File: src/rsk_pkg.sv
package rsk_pkg;

    localparam int CAPACITY = 64;
    localparam int CNT_W    = $clog2(CAPACITY + 1);
    localparam int SORT_W   = $clog2(CAPACITY);

    localparam logic signed [16:0] NULL_CODE = -17'sd1;

    localparam int KEY_STATION = 0;
    localparam int KEY_NEXT    = 1;

    typedef struct packed {
        logic [15:0]        station_code;
        logic signed [16:0] next_station_code;
        logic [31:0]        record_tag;
    } rec_t;

    typedef struct packed {
        logic valid;
        rec_t rec;
    } cell_t;

    typedef struct packed {
        logic shift;
        logic lo_en;
        logic hi_en;
        logic key;
    } cell_ctrl_t;

    localparam cell_t EMPTY_CELL = '0;

    // Empty cells sort after every record; by next code, nulls go after every real code.
    function automatic logic goes_before(cell_t x, cell_t y, logic key);
        logic x_null;
        logic y_null;
        logic res;
        x_null = (x.rec.next_station_code == NULL_CODE);
        y_null = (y.rec.next_station_code == NULL_CODE);
        if (!x.valid) begin
            res = 1'b0;
        end else if (!y.valid) begin
            res = 1'b1;
        end else if (key == 1'(KEY_STATION)) begin
            res = (x.rec.station_code < y.rec.station_code);
        end else if (x_null || y_null) begin
            res = !x_null && y_null;
        end else begin
            res = (x.rec.next_station_code < y.rec.next_station_code);
        end
        return res;
    endfunction

endpackage

File: src/rsk_cell.sv
module rsk_cell (
    input  logic               aclk,
    input  logic               aresetn,
    input  rsk_pkg::cell_ctrl_t ctrl,
    input  rsk_pkg::cell_t     up,
    input  rsk_pkg::cell_t     down,
    output rsk_pkg::cell_t     cur
);
    import rsk_pkg::*;

    logic  valid_reg;
    logic  valid_next;
    rec_t  rec_reg;
    rec_t  rec_next;
    cell_t self;
    cell_t pick;

    assign self.valid = valid_reg;
    assign self.rec   = rec_reg;
    assign cur        = self;

    always_comb begin
        pick = self;
        if (ctrl.shift) begin
            pick = up;
        end else if (ctrl.lo_en && goes_before(up, self, ctrl.key)) begin
            pick = up;
        end else if (ctrl.hi_en && goes_before(self, down, ctrl.key)) begin
            pick = down;
        end
        valid_next = pick.valid;
        rec_next   = pick.rec;
    end

    always_ff @(posedge aclk) begin
        if (!aresetn) begin
            valid_reg <= 1'b0;
        end else begin
            valid_reg <= valid_next;
        end
        rec_reg <= rec_next;
    end

endmodule

File: config.mk
export PLATFORM = sky130hd
export DESIGN_NAME = rsk_cell
export DESIGN_NICKNAME = d
export VERILOG_FILES = /design/src/rsk_pkg.sv /design/src/rsk_cell.sv
export SDC_FILE = /design/constraint.sdc
export NUM_CORES = 1
export LEC_CHECK = 0
export BUFFER_PORTS_ARGS = -buffer_cell sky130_fd_sc_hd__buf_2
export CAP_MARGIN = 15
export CORE_ASPECT_RATIO = 1.5
export CORE_MARGIN = 3
export CORE_UTILIZATION = 52
export DETAILED_ROUTE_END_ITERATION = 12
export GPL_ROUTABILITY_DRIVEN = 0
export PLACE_DENSITY = 0.9
export SETUP_SLACK_MARGIN = 0.4
export SYNTH_ARGS = -nofsm -noshare
export SYNTH_HDL_FRONTEND = slang
export SYNTH_SLANG_ARGS = --single-unit
File: constraint.sdc
create_clock -name aclk -period 10.3 [get_ports aclk]
set_clock_uncertainty 0.05 [all_clocks]
set_input_delay 1.03 -clock aclk [delete_from_list [all_inputs] [get_ports aclk]]
set_output_delay 1.03 -clock aclk [all_outputs]
set_load 0.03 [all_outputs]
==> impl_metrics.py, run 1 <==
metrics = {
    "setup_path": {
        "worst-setup-path-type": "input pin to register",
        "path_max_fanout": 66,
        "reg2reg_depth": 10,
        "crit_buf_inv": 2,
        "worstPathCellList": "buf_2, ha_1, and4_1, nor4b_1, nor3_1, o21a_1, o21ai_0, a41o_4, o2111ai_4, buf_4",
        "path_depth": 10,
        "worstPathArrival_ps": 4850,
        "crit_slowest_cell": "a41o_4",
        "critPathLaunchType": "input pin",
        "crit_path_end_kind": "register",
        "path_delay_family": "compound AO/OA/AOI/OAI gates",
        "slowest_delay_ps": 980,
        "worstPathRequired_ps": 10280,
    },
    "final_layout": {
        "synthToLayoutAreaGrowth_pct": 29.76,
        "drive_above_1_share_pct": 47.83,
        "fill_cells": 620,
        "finalNetCount": 796,
        "num_antenna_cells": 0,
        "largest_reg_flops": 65,
    },
    "job": {
        "drv_cap": 0,
    },
    "floorplanning": {
        "rows": 41,
        "coreArea_mm2": 0.008618,
        "initial_core_util_pct": 54.44,
        "io_pins": 204,
        "die_w_um": 83.56,
        "chipHeight_um": 122.3,
        "dieArea_mm2": 0.01022,
    },
    "yosys": {
        "netlist_top_cells_count": "edfxtp_1, inv_1, ha_1",
        "synth_cells": 389,
        "ys_types": 37,
        "syn_avg_cell_area_um2": 12.06,
        "ys_async_sr_fraction_pct": 0,
        "synth-seq-cells": 66,
        "synth_flop_cell": "edfxtp_1",
        "syn-num-nets": 589,
        "yosysSeqAreaShare_pct": 42.03,
        "syn_area_mm2": 0.004692,
        "synth_top_area_share_pct": 41.60,
        "synth_edf_count": 65,
        "ys_warn_count": 0,
        "synth_area_leader_cell": "edfxtp_1",
        "synthTopCellsByArea": "edfxtp_1, ha_1, mux2_4",
    },
    "pwr": {
        "peakVddDrop_uv": 95.76,
        "p_leak_nw": 3.046,
        "power.density_mw_per_mm2": 165.5,
    },
    "grt": {
        "grt_overflow": 0,
        "antenna_found_initial": 0,
        "grt_pass1_wl_mm": 20.47,
        "grt_pass1_vias": 4290,
        "grt_max_degree": 67,
        "track_usage_pct": 25.47,
    },
    "timing": {
        "tns_ps": 0,
        "rsz0062_at_grt": "no",
        "worstMarginPinSlew_ps": 1058,
        "finalCritPeriodShare_pct": 47.31,
        "timing.fmax_mhz": 205.2,
        "drv_slew": 0,
        "finalHoldViolCount": 0,
        "whs_ps": 658.2,
        "relSlewSlack_pct": 29.47,
        "finalSetupViolCount": 0,
        "fin_crit_ps": 4873,
    },
    "min_path": {
        "holdCritPathClass": "register to register",
        "holdPathStages": 2,
    },
    "clock_network": {
        "cts_sinks": 66,
        "clockBufferDepth": 2,
        "clockRootBuffer": "clkbuf_16",
        "cts_tree": "built",
        "clk_latency_ps": 330,
        "postCtsSetupRepairBufs": 0,
        "numCtsBuffers": 9,
        "h-tree-depth": 3,
        "clk_pin_slew_ps": 50,
        "cts_hold_buf": 0,
        "cts_resized": 0,
    },
    "routing": {
        "avgRoutedWirePerCell_um": 18.79,
        "remaining_drc_errors": 0,
        "vias": 4050,
        "via_per_inst": 5.728,
        "wl_mm": 13.28,
        "drtIter0Drc": 219,
        "ant_nets": 0,
        "dr.pass1.iters": 5,
    },
    "placement": {
        "hpwlAfterDp_mm": 10.60,
        "io_buffers": 203,
    },
    "outcome": {
        "status": "completed",
    },
}
worst reg2reg max path: cells and delay by family, from the launching register on:
family                     cells  cell delay, ps
and+or+nand+nor                3             680
DFF                            1             440
buffers and inverters          2             610
AOI/OAI and AO/OA              4            2170
adders and majority gates      1             310
area by class of cell:
cell class	instances	area (µm²)	share of cell area [%]
timing repair buffer	204	1023	16.81
inverter	65	244.0	4.007
clock inverter	6	58.81	0.9659
clock buffer	9	225.2	3.699
tap	107	133.9	2.199
sequential	66	1972	32.39
multi-input combinational	250	2431	39.93
worst paths after layout:
kind / start / to / slack [ps]
setup / recovery: up[39] / cur[53] / 5430
hold / removal: valid_reg / valid_reg / 660
setup reg to reg: cur[43] / cur[53] / 5740
hold reg to reg: valid_reg / valid_reg / 660
per-stage QoR:
step           worst slack, ps  instance area (µm²)  cells  total power [W]  util (%)
2_1_floorplan             4311                 4692    389        0.0006056         -
3_3_place_gp              5438                 5804    692        0.0006995     67.35
3_5_place_dp              5215                 5804    692        0.0007182     67.35
4_1_cts                   5445                 6088    707         0.001014     70.64
5_1_grt                   5218                 6088    707         0.001057     70.64
6_report                  5427                 6088    707         0.001007     70.64
cells in the final DEF, fill, tap and decap left out, types with 3 or more instances in the layout:
| cell | instances |
|---|---|
| inv_1 | 65 |
| buf_2 | 203 |
| clkbuf_16 | 9 |
| o21a_1 | 3 |
| o21ai_0 | 14 |
| a21oi_1 | 19 |
| a21o_1 | 5 |
| nand2_1 | 11 |
| nand4_1 | 17 |
| a211oi_1 | 4 |
| edfxtp_1 | 65 |
| mux2_2 | 26 |
| ha_1 | 62 |
| o2111ai_1 | 5 |
| nor2b_1 | 5 |
| nand2b_1 | 3 |
| mux2_4 | 39 |
| nand3_1 | 6 |
| nor2_1 | 9 |
metal layers:
| layer | GRT usage (%) | vias to the layer above | share of wire, % |
|---|---|---|---|
| met3 | 4.097 | 53 | 7.0 |
| li1 | - | 1863 | - |
| met4 | 15.90 | 0 | 4.8 |
| met1 | 28.21 | 1910 | 35 |
| met2 | 45.42 | 224 | 53 |
| met5 | 0 | - | 0 |
logic make-up (layout without fill, tap and decap cells):
group / Yosys count / after routing / synth area share, %
AND/OR/NAND/NOR: 61 / 61 / 7.173
multiplexers: 65 / 65 / 18.72
buffers and inverters: 73 / 284 / 6.773
adder cells (fa/ha/maj): 62 / 62 / 16.53
AO/OA/AOI/OAI: 62 / 62 / 8.774
flip-flops: 66 / 66 / 42.03
report_power, final:
group,switching (W),leakage [nW],internal (W)
combinational,0.000207,2.25,0.000135
sequential,0.0000253,0.658,0.000349
clock,0.000107,0.135,0.000184
Power figures use the tool's default switching activity.
==> run 2, diff against run 1 <==
--- a/config.mk
+++ b/config.mk
@@ -9,10 +9,10 @@
 export CAP_MARGIN = 15
 export CORE_ASPECT_RATIO = 1.5
 export CORE_MARGIN = 3
-export CORE_UTILIZATION = 52
+export CORE_UTILIZATION = 49
 export DETAILED_ROUTE_END_ITERATION = 12
 export GPL_ROUTABILITY_DRIVEN = 0
-export PLACE_DENSITY = 0.9
+export PLACE_DENSITY = 0.86
 export SETUP_SLACK_MARGIN = 0.4
 export SYNTH_ARGS = -nofsm -noshare
 export SYNTH_HDL_FRONTEND = slang
==> constraint.sdc (replaced) <==
create_clock -name aclk -period 4.68 [get_ports aclk]
set_clock_uncertainty 0.05 [all_clocks]
set_input_delay 0.468 -clock aclk [delete_from_list [all_inputs] [get_ports aclk]]
set_output_delay 0.468 -clock aclk [all_outputs]
set_load 0.03 [all_outputs]
==> run 2 against run 1 <==
Sequential cell count stayed put. Hold slack got worse by 310 ps. Cell count increased by 1.3%. Critical path depth did not move. Global-route usage fell by 1.2 points. Core utilization fell by 4.8 points. Sequential power grew 120%. Cell area rose by 0.64%. Largest power group unchanged. Power increased by 120%. Sequential share of layout area down 0.21 points. Die area rose by 5.7%. First-iteration DRC count is 24% lower.
==> impl_metrics.py, run 2 (same netlist as run 1, synthesis figures left out) <==
metrics = {
    "outcome": {
        "status": "completed",
    },
    "job": {
        "drv_cap": 0,
    },
    "clock_network": {
        "clk_latency_ps": 330,
        "h-tree-depth": 3,
        "numCtsBuffers": 9,
        "cts_tree": "built",
        "cts_resized": 0,
        "clockRootBuffer": "clkbuf_16",
        "cts_hold_buf": 0,
        "clk_pin_slew_ps": 60,
        "postCtsSetupRepairBufs": 0,
        "clockBufferDepth": 2,
        "cts_sinks": 66,
    },
    "final_layout": {
        "synthToLayoutAreaGrowth_pct": 30.59,
        "largest_reg_flops": 65,
        "finalNetCount": 799,
        "final_common_cell": "buf_2",
        "fin_util_pct": 65.83,
        "drive_above_1_share_pct": 48.18,
        "final_cell_mix": "buf_2, inv_1, edfxtp_1",
        "num_antenna_cells": 0,
    },
    "routing": {
        "avgRoutedWirePerCell_um": 18.07,
        "drtIter0Drc": 167,
        "remaining_drc_errors": 0,
        "ant_nets": 0,
        "dr.pass1.iters": 4,
        "wl_mm": 12.94,
        "vias": 3975,
        "via_per_inst": 5.552,
    },
    "timing": {
        "fin_crit_ps": 3590,
        "worstMarginPinSlew_ps": 649.5,
        "finalSetupViolCount": 0,
        "drv_slew": 0,
        "timing.fmax_mhz": 278.5,
        "finalHoldViolCount": 0,
        "finalCritPeriodShare_pct": 76.71,
        "rsz0062_at_grt": "no",
        "whs_ps": 349.2,
        "tns_ps": 0,
        "relSlewSlack_pct": 56.70,
    },
    "setup_path": {
        "crit_slowest_cell": "a41o_4",
        "worstPathArrival_ps": 3620,
        "rr_endpoint": "cur[42]",
        "worstPathRequired_ps": 4710,
        "path_delay_family": "compound AO/OA/AOI/OAI gates",
        "slowest_delay_ps": 690,
        "worstPathCellList": "inv_1, ha_1, and4_1, nor4b_1, nor3_1, o21a_1, o21ai_0, a41o_4, buf_4, mux2_4",
        "path_max_fanout": 43,
        "critPathLaunchType": "register",
        "crit_path_end_kind": "register",
        "r2r_start": "cur[39]",
        "r2r_setup_slack_ps": 1090,
        "crit_buf_inv": 2,
        "reg2reg_depth": 10,
        "worst-setup-path-type": "register to register",
    },
    "min_path": {
        "holdPathStages": 2,
        "hold-path-endpoint": "valid_reg",
        "holdCritPathClass": "input pin to register",
        "worstHoldStart": "aresetn",
    },
    "floorplanning": {
        "die_w_um": 85.90,
        "coreArea_mm2": 0.009308,
        "initial_core_util_pct": 50.41,
        "rows": 43,
        "chipHeight_um": 125.8,
        "io_pins": 204,
        "dieArea_mm2": 0.01081,
    },
    "grt": {
        "grt_use_met1_pct": 26.55,
        "antenna_found_initial": 0,
        "grt_pass1_wl_mm": 20.33,
        "grt_pass1_vias": 4190,
        "track_usage_pct": 24.28,
        "top_usage_layer": "met2",
        "grt_use_met3_pct": 5.105,
        "grt_max_degree": 44,
        "grtUsageMet2_pct": 42.89,
        "grt_overflow": 0,
    },
    "pwr": {
        "peakVddDrop_uv": 240.7,
        "power.density_mw_per_mm2": 364.6,
        "p_leak_nw": 3.069,
    },
    "placement": {
        "io_buffers": 203,
        "hpwlAfterDp_mm": 10.39,
    },
}
run 2: routing by layer:
metal / wire, µm / vias to the layer above
met5: 0 / -
met4: 425 / 0
met3: 815 / 37
met2: 7020 / 179
met1: 4675 / 1885
li1: - / 1874
run 2: where the power goes:
part | leakage, nW | internal (W) | switching (W) | total (W)
sequential | 0.658 | 0.000767 | 0.0000586 | 0.000826
combinational | 2.27 | 0.000295 | 0.000446 | 0.000741
clock | 0.143 | 0.000411 | 0.000256 | 0.000667
total | 3.07 | 0.00147 | 0.000760 | 0.00223
run 2: how the worst max path moves through the flow:
stage          startpoint       to  slack (ps)  cells after the start
6_report          cur[39]  cur[42]        1090                     10
5_1_grt           cur[39]  cur[41]         950                     10
4_1_cts           cur[39]  cur[42]        1120                     10
3_5_place_dp       up[40]  cur[42]        1100                     10
3_3_place_gp       up[51]  cur[49]        1120                     10
2_1_floorplan     cur[51]   cur[0]         460                     11
run 2: area by class of cell:
cell class                 instances  area (µm²)
timing repair buffer             207        1046
clock buffer                       9       225.2
clock inverter                     7       68.82
tap                              112       140.1
sequential                        66        1972
inverter                          65       244.0
fill                             703        3181
multi-input combinational        250        2431
run 2: worst reg2reg max path, delay by kind of cell, from the launching register on:
| family | cells | cell delay [ps] |
|---|---|---|
| compound gates | 3 | 1080 |
| fa+ha+maj | 1 | 310 |
| buf+inv | 2 | 460 |
| flops | 1 | 430 |
| mux | 1 | 340 |
| simple gates | 3 | 660 |
run 2: per-stage QoR:
step / area (µm²) / setup WS (ps) / power, W / cells
floorplan: 4698 / 464.1 / 0.001329 / 389
global placement: 5833 / 1121 / 0.001541 / 700
detailed placement: 5833 / 1101 / 0.001577 / 700
CTS: 6127 / 1116 / 0.002251 / 716
global route: 6127 / 947.4 / 0.002348 / 716
finish: 6127 / 1090 / 0.002234 / 716
==> run 3, diff against run 2 <==
--- a/config.mk
+++ b/config.mk
@@ -9,10 +9,10 @@
 export CAP_MARGIN = 15
 export CORE_ASPECT_RATIO = 1.5
 export CORE_MARGIN = 3
-export CORE_UTILIZATION = 49
+export CORE_UTILIZATION = 44
 export DETAILED_ROUTE_END_ITERATION = 12
 export GPL_ROUTABILITY_DRIVEN = 0
-export PLACE_DENSITY = 0.86
+export PLACE_DENSITY = 0.82
 export SETUP_SLACK_MARGIN = 0.4
 export SYNTH_ARGS = -nofsm -noshare
 export SYNTH_HDL_FRONTEND = slang
==> constraint.sdc (replaced) <==
create_clock -name aclk -period 3.3 [get_ports aclk]
set_clock_uncertainty 0.05 [all_clocks]
set_input_delay 0.33 -clock aclk [delete_from_list [all_inputs] [get_ports aclk]]
set_output_delay 0.33 -clock aclk [all_outputs]
set_load 0.03 [all_outputs]
==> run 3 against run 2 <==
Sequential cell count stayed put. Routed wire length is 12% higher. Cell area is 8.0% higher. Critical endpoint is now cur[33]. Largest power group is now combinational cells. Highest routed layer unchanged.
==> impl_metrics.py, run 3 (same netlist as run 1, synthesis figures left out) <==
metrics = {
    "timing": {
        "finalSetupViolCount": 0,
        "fin_crit_ps": 2856,
        "finalHoldViolCount": 0,
        "relSlewSlack_pct": 72.51,
        "finalCritPeriodShare_pct": 86.53,
        "timing.fmax_mhz": 350.2,
        "drv_slew": 0,
        "worstMarginPinSlew_ps": 408.6,
        "rsz0062_at_grt": "yes",
        "tns_ps": 0,
        "whs_ps": 239.8,
        "worst_slack_ps": 444.4,
    },
    "floorplanning": {
        "io_pins": 204,
        "die_w_um": 90.32,
        "rows": 45,
        "coreArea_mm2": 0.01025,
        "dieArea_mm2": 0.01196,
        "chipHeight_um": 132.5,
        "initial_core_util_pct": 45.79,
    },
    "min_path": {
        "worstHoldStart": "aresetn",
        "holdPathStages": 2,
        "holdCritPathClass": "input pin to register",
    },
    "final_layout": {
        "final_cell_mix": "buf_2, edfxtp_1, inv_1",
        "final_cell_area_mm2": 0.006619,
        "finalNetCount": 824,
        "synthToLayoutAreaGrowth_pct": 41.07,
        "final_common_cell": "buf_2",
        "largest_reg_flops": 65,
        "drive_above_1_share_pct": 51.51,
    },
    "clock_network": {
        "cts_tree": "built",
        "clockRootBuffer": "clkbuf_16",
        "h-tree-depth": 3,
        "clockBufferDepth": 2,
        "cts_sinks": 66,
        "numCtsBuffers": 9,
        "clk_latency_ps": 320,
        "cts_hold_buf": 0,
        "clk_pin_slew_ps": 50,
    },
    "placement": {
        "post_dp_cell_area_mm2": 0.005913,
        "hpwlAfterDp_mm": 10.36,
        "io_buffers": 203,
        "post-place-ws_ps": 312.4,
    },
    "routing": {
        "drtIter0Drc": 194,
        "vias": 4121,
        "ant_nets": 0,
        "dr.pass1.iters": 4,
        "avgRoutedWirePerCell_um": 18.80,
        "via_per_inst": 5.345,
        "wl_mm": 14.49,
        "remaining_drc_errors": 0,
    },
    "setup_path": {
        "critPathLaunchType": "register",
        "crit_path_end_kind": "register",
        "worstPathArrival_ps": 2880,
        "worstPathRequired_ps": 3320,
        "reg2reg_depth": 10,
        "worst-setup-path-type": "register to register",
        "path_max_fanout": 10,
        "critPathLaunch": "cur[41]",
        "r2r_start": "cur[41]",
    },
    "pwr": {
        "peakVddDrop_uv": 310.7,
        "power.density_mw_per_mm2": 492.6,
        "p_leak_nw": 3.275,
    },
    "outcome": {
        "status": "completed",
    },
    "grt": {
        "track_usage_pct": 21.64,
        "antenna_found_initial": 0,
        "grt_max_degree": 41,
        "grt_overflow": 0,
        "grt_pass1_vias": 4390,
        "grt_pass1_wl_mm": 20.72,
    },
    "job": {
        "drv_cap": 0,
    },
}
run 3: critical path, cell delays in order (launching register included):
cell and delay, ps:
edfxtp_1 470, inv_1 70, ha_1 270, nand4_1 150, nor4b_2 320, nor3_1 70
o21a_1 140, o21ai_4 170, a41o_2 360, buf_8 210, mux2_4 310
run 3: final cells by class:
type,count,area (µm²)
Clock inverter,4,18.77
Sequential cell,66,1972
Clock buffer,12,236.5
Timing Repair Buffer,231,1444
Multi-Input combinational cell,251,2525
Inverter,65,244.0
Fill cell,830,3628
Tap cell,141,176.4
Antenna cell,1,2.502
run 3: per-layer routing:
metal	global-route usage [%]	vias up	part of all wire, %
met4	10.82	0	3.3
li1	-	1945	-
met3	4.380	42	5.7
met5	0	-	0
met2	40.54	184	54
met1	22.64	1950	37
run 3: path summary, 6_finish.rpt:
kind	end	slack [ps]
worst max-delay path	cur[33]	440
worst min register to register	valid_reg	670
worst max register to register	cur[33]	440
worst min-delay path	valid_reg	240
run 3: power breakdown:
group	total [W]	switching [W]	internal, W	leakage [nW]
combinational	0.00125	0.000705	0.000549	2.49
sequential	0.00116	0.0000767	0.00109	0.658
clock	0.000843	0.000341	0.000502	0.128
total	0.00326	0.00112	0.00214	3.28
run 3: metrics by stage:
step                total power, W  std cells  util (%)
floorplan                 0.001887        389         -
global placement          0.002202        729     57.70
detailed placement        0.002250        729     57.70
CTS                       0.003118        746     60.59
global route              0.003425        770     64.57
finish                    0.003261        771     64.59
run 3: repair_timing:
item                       in CTS  in global routing
setup endpoints to repair      75                130
cloned                          1                 12
pin swaps                       0                  5
buffers inserted                0                 12
resized for setup               4                 16
